<file path="config.mk">
export PLATFORM = sky130hd
export DESIGN_NAME = ohm_ctrl
export DESIGN_NICKNAME = d
export VERILOG_FILES = /design/src/ohm_pkg.sv /design/src/ohm_ctrl.sv
export SDC_FILE = /design/constraint.sdc
export NUM_CORES = 1
export LEC_CHECK = 0
export CELL_PAD_IN_SITES_DETAIL_PLACEMENT = 0
export CELL_PAD_IN_SITES_GLOBAL_PLACEMENT = 2
export CORE_ASPECT_RATIO = 0.9
export CORE_MARGIN = 3
export CORE_UTILIZATION = 31
export DETAILED_ROUTE_END_ITERATION = 10
export DONT_BUFFER_PORTS = 1
export PLACE_DENSITY = 0.87
export SETUP_SLACK_MARGIN = 0.02
export SYNTH_ARGS = -nofsm -noshare
export SYNTH_HDL_FRONTEND = slang
export SYNTH_SLANG_ARGS = --single-unit
</file>
<file path="constraint.sdc">
create_clock -name i_clk -period 1.69 [get_ports i_clk]
set_input_delay 0.0845 -clock i_clk [delete_from_list [all_inputs] [get_ports i_clk]]
set_output_delay 0.0845 -clock i_clk [all_outputs]
set_load 0.01 [all_outputs]
</file>
<file path="src/ohm_pkg.sv">
// ----------------------------------------------------------------------------
// ohm_pkg - shared types and codes of the open-addressing hash map
// Item structs, slot status codes, request kinds and controller commands.
// ----------------------------------------------------------------------------
package ohm_pkg;

    localparam logic [1:0] KIND_GET = 2'd0;
    localparam logic [1:0] KIND_SET = 2'd1;
    localparam logic [1:0] KIND_DEL = 2'd2;

    localparam logic [1:0] ST_EMPTY = 2'd0;
    localparam logic [1:0] ST_LIVE  = 2'd1;
    localparam logic [1:0] ST_TOMB  = 2'd2;

    // Outcome of a probe walk.
    localparam logic [1:0] PR_NONE = 2'd0;
    localparam logic [1:0] PR_MISS = 2'd1;
    localparam logic [1:0] PR_HIT  = 2'd2;

    // Slot writes.
    localparam logic [1:0] WR_NONE = 2'd0;
    localparam logic [1:0] WR_CLR  = 2'd1;
    localparam logic [1:0] WR_TOMB = 2'd2;
    localparam logic [1:0] WR_LIVE = 2'd3;

    // Result item forms.
    localparam logic [2:0] RES_ZERO = 3'd0;
    localparam logic [2:0] RES_GET  = 3'd1;
    localparam logic [2:0] RES_DEL  = 3'd2;
    localparam logic [2:0] RES_SET  = 3'd3;
    localparam logic [2:0] RES_FULL = 3'd4;

    typedef struct packed {
        logic [1:0]  kind;
        logic [31:0] key_id;
        logic [31:0] key_hash;
        logic [63:0] value_in;
    } t_in_item;

    typedef struct packed {
        logic        found;
        logic [63:0] value_out;
        logic        inserted;
        logic        table_full;
    } t_out_item;

    typedef struct packed {
        logic [31:0] key;
        logic [31:0] hash;
        logic [63:0] value;
    } t_entry;

    typedef struct packed {
        logic       accept;
        logic       probe_req;
        logic       probe_scan;
        logic       mod_start;
        logic       probe_init;
        logic       rd_probe;
        logic       probe_eval;
        logic       grow_start;
        logic       rd_scan;
        logic       scan_inc;
        logic       grow_done;
        logic       moved_inc;
        logic       load_inc_new;
        logic [1:0] wr_kind;
        logic       out_load;
        logic [2:0] out_code;
    } t_cmd;

    typedef struct packed {
        logic [1:0] kind;
        logic       load_zero;
        logic       need_grow;
        logic       grow_over;
        logic       mod_done;
        logic       ev_hit;
        logic       ev_empty;
        logic       ev_last;
        logic       clr_last;
        logic       scan_end;
        logic       scan_live;
        logic [1:0] res;
        logic       out_free;
    } t_sts;

endpackage

</file>
<file path="src/ohm_ctrl.sv">
// ----------------------------------------------------------------------------
// ohm_ctrl - hash map controller
// Sequences decode, growth sweeps, probe walks and the result hand-off.
// ----------------------------------------------------------------------------
module ohm_ctrl (
    input  logic          i_clk,
    input  logic          i_rst_n,
    input  logic          i_in_valid,
    output logic          o_in_ready,
    input  ohm_pkg::t_sts i_sts,
    output ohm_pkg::t_cmd o_cmd
);

    localparam logic [3:0] S_IDLE     = 4'd0;
    localparam logic [3:0] S_DEC      = 4'd1;
    localparam logic [3:0] S_CLR      = 4'd2;
    localparam logic [3:0] S_SCAN_RD  = 4'd3;
    localparam logic [3:0] S_SCAN_EV  = 4'd4;
    localparam logic [3:0] S_GROW_END = 4'd5;
    localparam logic [3:0] S_MST      = 4'd6;
    localparam logic [3:0] S_MOD      = 4'd7;
    localparam logic [3:0] S_RD       = 4'd8;
    localparam logic [3:0] S_EV       = 4'd9;
    localparam logic [3:0] S_ACT      = 4'd10;
    localparam logic [3:0] S_FIN      = 4'd11;

    logic [3:0] r_state, n_state;
    logic       r_growing, n_growing;
    logic [2:0] r_code, n_code;

    assign o_in_ready = (r_state == S_IDLE);

    always_ff @(posedge i_clk) begin
        if (!i_rst_n) begin
            r_state   <= S_IDLE;
            r_growing <= 1'b0;
            r_code    <= ohm_pkg::RES_ZERO;
        end else begin
            r_state   <= n_state;
            r_growing <= n_growing;
            r_code    <= n_code;
        end
    end

    always_comb begin
        n_state   = r_state;
        n_growing = r_growing;
        n_code    = r_code;
        o_cmd     = '0;
        o_cmd.out_code = r_code;
        case (r_state)
            S_IDLE: begin
                if (i_in_valid) begin
                    o_cmd.accept = 1'b1;
                    n_state = S_DEC;
                end
            end
            S_DEC: begin
                case (i_sts.kind)
                    ohm_pkg::KIND_GET, ohm_pkg::KIND_DEL: begin
                        if (i_sts.load_zero) begin
                            n_code  = ohm_pkg::RES_ZERO;
                            n_state = S_FIN;
                        end else begin
                            o_cmd.probe_req = 1'b1;
                            n_state = S_MST;
                        end
                    end
                    ohm_pkg::KIND_SET: begin
                        if (i_sts.need_grow && i_sts.grow_over) begin
                            n_code  = ohm_pkg::RES_FULL;
                            n_state = S_FIN;
                        end else if (i_sts.need_grow) begin
                            o_cmd.grow_start = 1'b1;
                            n_growing = 1'b1;
                            n_state = S_CLR;
                        end else begin
                            o_cmd.probe_req = 1'b1;
                            n_state = S_MST;
                        end
                    end
                    default: begin
                        n_code  = ohm_pkg::RES_ZERO;
                        n_state = S_FIN;
                    end
                endcase
            end
            S_CLR: begin
                o_cmd.wr_kind = ohm_pkg::WR_CLR;
                if (i_sts.clr_last) begin
                    n_state = S_SCAN_RD;
                end
            end
            S_SCAN_RD: begin
                if (i_sts.scan_end) begin
                    n_state = S_GROW_END;
                end else begin
                    o_cmd.rd_scan = 1'b1;
                    n_state = S_SCAN_EV;
                end
            end
            S_SCAN_EV: begin
                if (i_sts.scan_live) begin
                    o_cmd.probe_scan = 1'b1;
                    n_state = S_MST;
                end else begin
                    o_cmd.scan_inc = 1'b1;
                    n_state = S_SCAN_RD;
                end
            end
            S_GROW_END: begin
                o_cmd.grow_done = 1'b1;
                n_growing = 1'b0;
                n_state = S_DEC;
            end
            S_MST: begin
                o_cmd.mod_start = 1'b1;
                n_state = S_MOD;
            end
            S_MOD: begin
                if (i_sts.mod_done) begin
                    o_cmd.probe_init = 1'b1;
                    n_state = S_RD;
                end
            end
            S_RD: begin
                o_cmd.rd_probe = 1'b1;
                n_state = S_EV;
            end
            S_EV: begin
                o_cmd.probe_eval = 1'b1;
                if (i_sts.ev_hit || i_sts.ev_empty || i_sts.ev_last) begin
                    n_state = S_ACT;
                end else begin
                    n_state = S_RD;
                end
            end
            S_ACT: begin
                if (r_growing) begin
                    if (i_sts.res != ohm_pkg::PR_NONE) begin
                        o_cmd.wr_kind   = ohm_pkg::WR_LIVE;
                        o_cmd.moved_inc = 1'b1;
                    end
                    o_cmd.scan_inc = 1'b1;
                    n_state = S_SCAN_RD;
                end else begin
                    n_state = S_FIN;
                    case (i_sts.kind)
                        ohm_pkg::KIND_GET: begin
                            n_code = (i_sts.res == ohm_pkg::PR_HIT) ?
                                     ohm_pkg::RES_GET : ohm_pkg::RES_ZERO;
                        end
                        ohm_pkg::KIND_DEL: begin
                            if (i_sts.res == ohm_pkg::PR_HIT) begin
                                o_cmd.wr_kind = ohm_pkg::WR_TOMB;
                                n_code = ohm_pkg::RES_DEL;
                            end else begin
                                n_code = ohm_pkg::RES_ZERO;
                            end
                        end
                        default: begin
                            if (i_sts.res == ohm_pkg::PR_NONE) begin
                                n_code = ohm_pkg::RES_FULL;
                            end else begin
                                o_cmd.wr_kind      = ohm_pkg::WR_LIVE;
                                o_cmd.load_inc_new = 1'b1;
                                n_code = ohm_pkg::RES_SET;
                            end
                        end
                    endcase
                end
            end
            S_FIN: begin
                if (i_sts.out_free) begin
                    o_cmd.out_load = 1'b1;
                    n_state = S_IDLE;
                end
            end
            default: begin
                n_state = S_IDLE;
            end
        endcase
    end

endmodule

</file>
Word level (Yosys, flattened, before mapping)
Cells that the tools add are included.
{"block": "totals", "ff_bits": 8, "ram_bits": 0, "romBits": 0, "mem_count": 0, "latch_bits": 0, "in_bits": 18}
{"block": "classes", "order_cmp": 0, "shifts": 0, "bitwise": 0, "reduce_logical": 13, "eq_ne": 24, "muxes": 63, "n_addsub": 0, "mul": 0, "n_div": 0}
{"cell": "case mux 4 bit (12 select lines)", "count": 1}
{"cell": "two-way mux 1 bit", "count": 33}
{"cell": "two-way mux 4 bit", "count": 7}
{"cell": "two-way mux 3 bit", "count": 7}
{"cell": "case mux 3 bit (2 select lines)", "count": 3}
{"cell": "== test 4 x 3 -> 1 bit (second input constant)", "count": 4}
{"cell": "== test 4 bit (second input constant)", "count": 4}
{"cell": "inequality test 2 bit (second input constant)", "count": 7}
{"cell": "two-way mux 2 bit", "count": 6}
{"cell": "AND reduction 4 bit", "count": 3}
{"cell": "== test 4 x 2 -> 1 bit (second input constant)", "count": 2}
{"cell": "case mux 2 bit (2 select lines)", "count": 2}
{"cell": "case mux 4 bit (2 select lines)", "count": 1}
{"cell": "inequality test 3 bit (second input constant)", "count": 2}
{"cell": "case mux 1 bit (2 select lines)", "count": 3}
{"cell": "nonzero test 2 bit", "count": 3}
{"cell": "== test 2 bit (second input constant)", "count": 2}
{"cell": "== test 4 x 1 -> 1 bit (second input constant)", "count": 1}
{"cell": "logical NOT 2 bit", "count": 2}
{"cell": "logical NOT 4 bit", "count": 1}
{"cell": "== test 2 x 1 -> 1 bit (second input constant)", "count": 1}
{"cell": "logical OR 1 bit", "count": 2}
{"cell": "inequality test 2 x 1 -> 1 bit (second input constant)", "count": 1}
{"cell": "OR reduction 2 bit", "count": 1}
{"cell": "logical AND 1 bit", "count": 1}

Logic depth before layout (Yosys ltp)
{"block": "depth", "word_depth": 5, "mapped_depth": 6, "mapped_depth_nobuf": 4}

Worst setup path after synthesis
Ideal clock, no wire load.
{"block": "synth_path", "path_type": "register to output", "startpoint": "register r_state[0]", "endpoint": "output o_cmd[18] (netlist bit)", "setup_slack_ps": 255, "stages_incl_launch_ff": 5, "arrival_time_ps": 1351, "t_required_ps": 1605, "path_cell_list": "dfxtp_1 -> buf_2 -> buf_2 -> nor4_1 -> and2_1"}
{"item": "from (decl)", "line_no": "ohm_ctrl.sv:27", "source": "logic [3:0] r_state, n_state;"}
{"item": "from (signal assigned)", "line_no": "ohm_ctrl.sv:39", "source": "r_state <= n_state;"}
{"item": "to (decl)", "line_no": "ohm_ctrl.sv:11", "source": "output ohm_pkg::t_cmd o_cmd"}

==> key figures <==
Status
  – Status: finished clean

Clock tree
  – Clock Tree Root: clkbuf_4
  – TritonCTS clock tree: yes
  – Total CTS buffers: 3
  – Clock sink count: 8
  – Clk slew on worst S/H paths: 0.06 ns
  – CTS Buffer Depth: 2
  – H-tree depth: 1
  – Clock Latency Late Sink: 0.26 ns

Hold path
  – Hold crit path type: in -> reg
  – Hold depth: 2

STA
  – Setup TNS: 0 ns
  – Fmax: between 600 and 700 MHz
  – Max Slew Vio Count: 0
  – Worst Tran Pin Value: around 0.49 ns
  – Slew Limit Headroom: 67.1%
  – Skew final: around 0.0021 ns
  – Unrepaired setup endpoints after global routing: false
  – Clock period minus worst slack: 1.64 ns
  – Hold Fails Final Rpt: 0
  – Final Cycle Share: roughly 97%
  – Setup ws final: 0.0487 ns
  – Endpoints failing setup: 0

Run
  – MaxCap Viol Count: 0

Floorplan
  – Die span in y: around 53 um
  – Die Area: about 0.0031 mm2
  – Num ports: 38
  – Starting density of the core: between 30% and 40%
  – Die Wd: ~59 um
  – Placeable Area: approximately 0.0023 mm2
  – Site Rows: 16

Critical path
  – R2r setup slk: roughly 0.20 ns
  – WP data required: 1.61 ns
  – Slowest CP cell: or3_4
  – Critical path launch point type: flip-flop
  – Critical Path Fanout Max: 8
  – CP startpoint: r_state[2]$_SDFFE_PN0P_
  – Worst reg2reg endpoint: r_state[0]$_SDFFE_PN0P_
  – Largest stage delay, worst path: 0.42 ns
  – Crit-path cells: nand2b_4 -> or3_4 -> nor3_4 -> or2_1
  – R2r startpoint: r_state[1]$_SDFFE_PN0P_
  – Worst setup path endpoint: o_cmd[5]
  – Worst Path Class, Setup: reg -> out
  – Critical path arrival: 1.56 ns
  – Worst setup EP type: output port
  – Worst Reg-to-Reg Cells: 5

Synth
  – Synth area leaders: dfxtp_1 (21%), nor3_1 (5.8%), nand2b_1 (4.9%)
  – Ys flop type: dfxtp_1
  – Warnings from Yosys: 0
  – Synth Area in Adders: 0%
  – Netlist cell types: 43
  – Mean Syn Cell Area: between 7 and 8 um2
  – Simple-Gate Fraction of Synth Area: between 40% and 50%
  – Post-synthesis sequential area ratio: 20.7%
  – Synth Net Count: 120
  – Number of synthesized flops with an enable pin: 0
  – Yosys top cell by area: dfxtp_1
  – Largest family of logic cells by synthesized area: simple AND/OR/NAND/NOR gates
  – Yosys top cell area share: 20.7%
  – Register bit total from synthesis: 8
  – Synth Area in Compound Gates: roughly a quarter
  – Top-count cell post-synth: nor2_1
  – Async S/R FF share, synth: 0%
  – Mux cell area share after synthesis: between 3 and 4%
  – Top cells by instance count after synthesis: nor2_1 (10), nand2_1 (9), nor3_1 (9), dfxtp_1 (8)
  – Post-Synth XOR/XNOR Area: 0%
  – Cell count after synthesis: slightly above 100
  – Post-Syn Area: just under 800 um2

Pwr
  – Power Total: roughly 1400 uW
  – Leak: between 0.0003 and 0.0004 uW
  – VDD IR-drop max: roughly 0.72 mV
  – PD cells: approximately 1400 mW/mm2

Finish
  – Register Area: 168 um2
  – ANT cells: 0
  – Nets: approximately 140
  – Ratio of cells with drive above 1 in the final layout: 30.3%
  – Multi-input gate area: between 500 and 600 um2
  – Area Overhead vs Synth: 29.2%
  – Filler cells: ~220
  – Final instance area: 997 um2
  – Final non-filler cell total: ~150

Placed design
  – Placer congestion estimate: around 0.80
  – HPWL Detailed: roughly 1600 um
  – # placed instances: between 100 and 150
  – Post-Place Setup Slack: between 0.2 and 0.25 ns
  – Port Buf Inserts: 0
  – Area after DPL: between 800 and 900 um2

Global route
  – Initial antenna violation count: 0
  – Tot GR Track Use: around 16%
  – Total gr overflow: 0
  – First-pass GRT wire length: 3600 um
  – Pin count of the biggest net entering global routing: 15
  – Vias in the first global route: ~770

Routing
  – Residual DRC count: 0
  – Final wirelength: ~2300 um
  – Via count: 832
  – Detail Route Antenna Nets: 0
  – Number of vias per cell: 5.70
  – First-iteration detailed-routing DRC count: 15
  – Routed length on met3: about 220 um
  – Pre-antenna DRT Iters: 4
  – Wire length per cell: ~16 um
  – Met2 wire len: roughly 1000 um
  – Metal-1 WL: a little under 1000 um
  – Highest metal used: met4
[placed cells by master, fill, tap and decap left out, types with 2 or more instances in the layout]
cell type	Yosys	routed
buf_4	1	19
nand2_1	9	9
nor3_1	9	9
nor2_1	10	8
a21oi_1	6	6
dfxtp_1	8	6
nand2b_1	6	5
nand2b_4	2	4
inv_1	4	4
and2_1	3	3
o21ai_0	3	3
mux2i_1	3	3
clkbuf_4	0	3
nor4_1	2	2
o22ai_1	2	2
o211ai_1	2	2
dlygate4sd3_1	0	2
dfxtp_4	0	2
[power by group]
group / switching, uW / internal (uW) / leakage [uW]
Clock: 73.3 / 81.8 / 0.0000138
Combinational: 480 / 453 / 0.000304
Sequential: 51.1 / 240 / 0.0000667
Total: 605 / 774 / 0.000385
[registers in the layout, summed over array words and instances (netlist names)]
signal / count
r_code: 3
r_growing: 1
r_state: 4
[worst max-delay path: cells and delay by family (launching register included)]
kind / cells / cell delay [ns]
DFF: 1 / 0.32
and+or+nand+nor: 4 / 0.98
[per-layer routing]
metal	global-route usage, %	up-vias
li1	-	411
met1	18.2	393
met2	25.1	23
met3	5.37	5
met4	7.55	0
met5	0	-
[kinds of logic (layout without fill, tap and decap cells)]
family,Yosys count,after routing
muxes,3,3
DFF,8,8
AOI/OAI and AO/OA,27,27
and+or+nand+nor,52,52
buffers and inverters,12,29
[repair_timing]
item	in CTS	in global routing
pin swaps	2	3
resized for setup	6	6
endpoints found under the hold margin	8	0
hold buffers	2	0
setup endpoints to repair	3	4
cloned	0	0
buffers inserted	0	8
[area by class of cell]
cell class | instances | area share (%)
multi-input combinational | 82 | 58.6
timing repair buffer | 22 | 17.4
sequential | 8 | 16.8
tap | 27 | 3.39
clock buffer | 3 | 2.26
inverter | 4 | 1.51
[through the flow]
stage	util [%]	hold slack, ns
after global placement	37.6	0.209
final	44.1	0.00758
after floorplan	-	0.198
after CTS	40.5	0.00459
after global routing	44.1	0.0418
after detailed placement	37.6	0.210
[worst min-delay path by stage]
| stage | from | endpoint | slack [ns] |
|---|---|---|---|
| floorplan | i_sts[10] | o_cmd[11] | 0.20 |
| global placement | i_rst_n | r_code[1]$_SDFFE_PN0P_ | 0.21 |
| detailed placement | i_rst_n | r_code[1]$_SDFFE_PN0P_ | 0.21 |
| CTS | i_rst_n | r_code[0]$_SDFFE_PN0P_ | 0.005 |
| global route | i_rst_n | r_code[0]$_SDFFE_PN0P_ | 0.04 |
| finish | i_rst_n | r_code[0]$_SDFFE_PN0P_ | 0.008 |
Note: power is estimated with default switching activity, not from simulation.
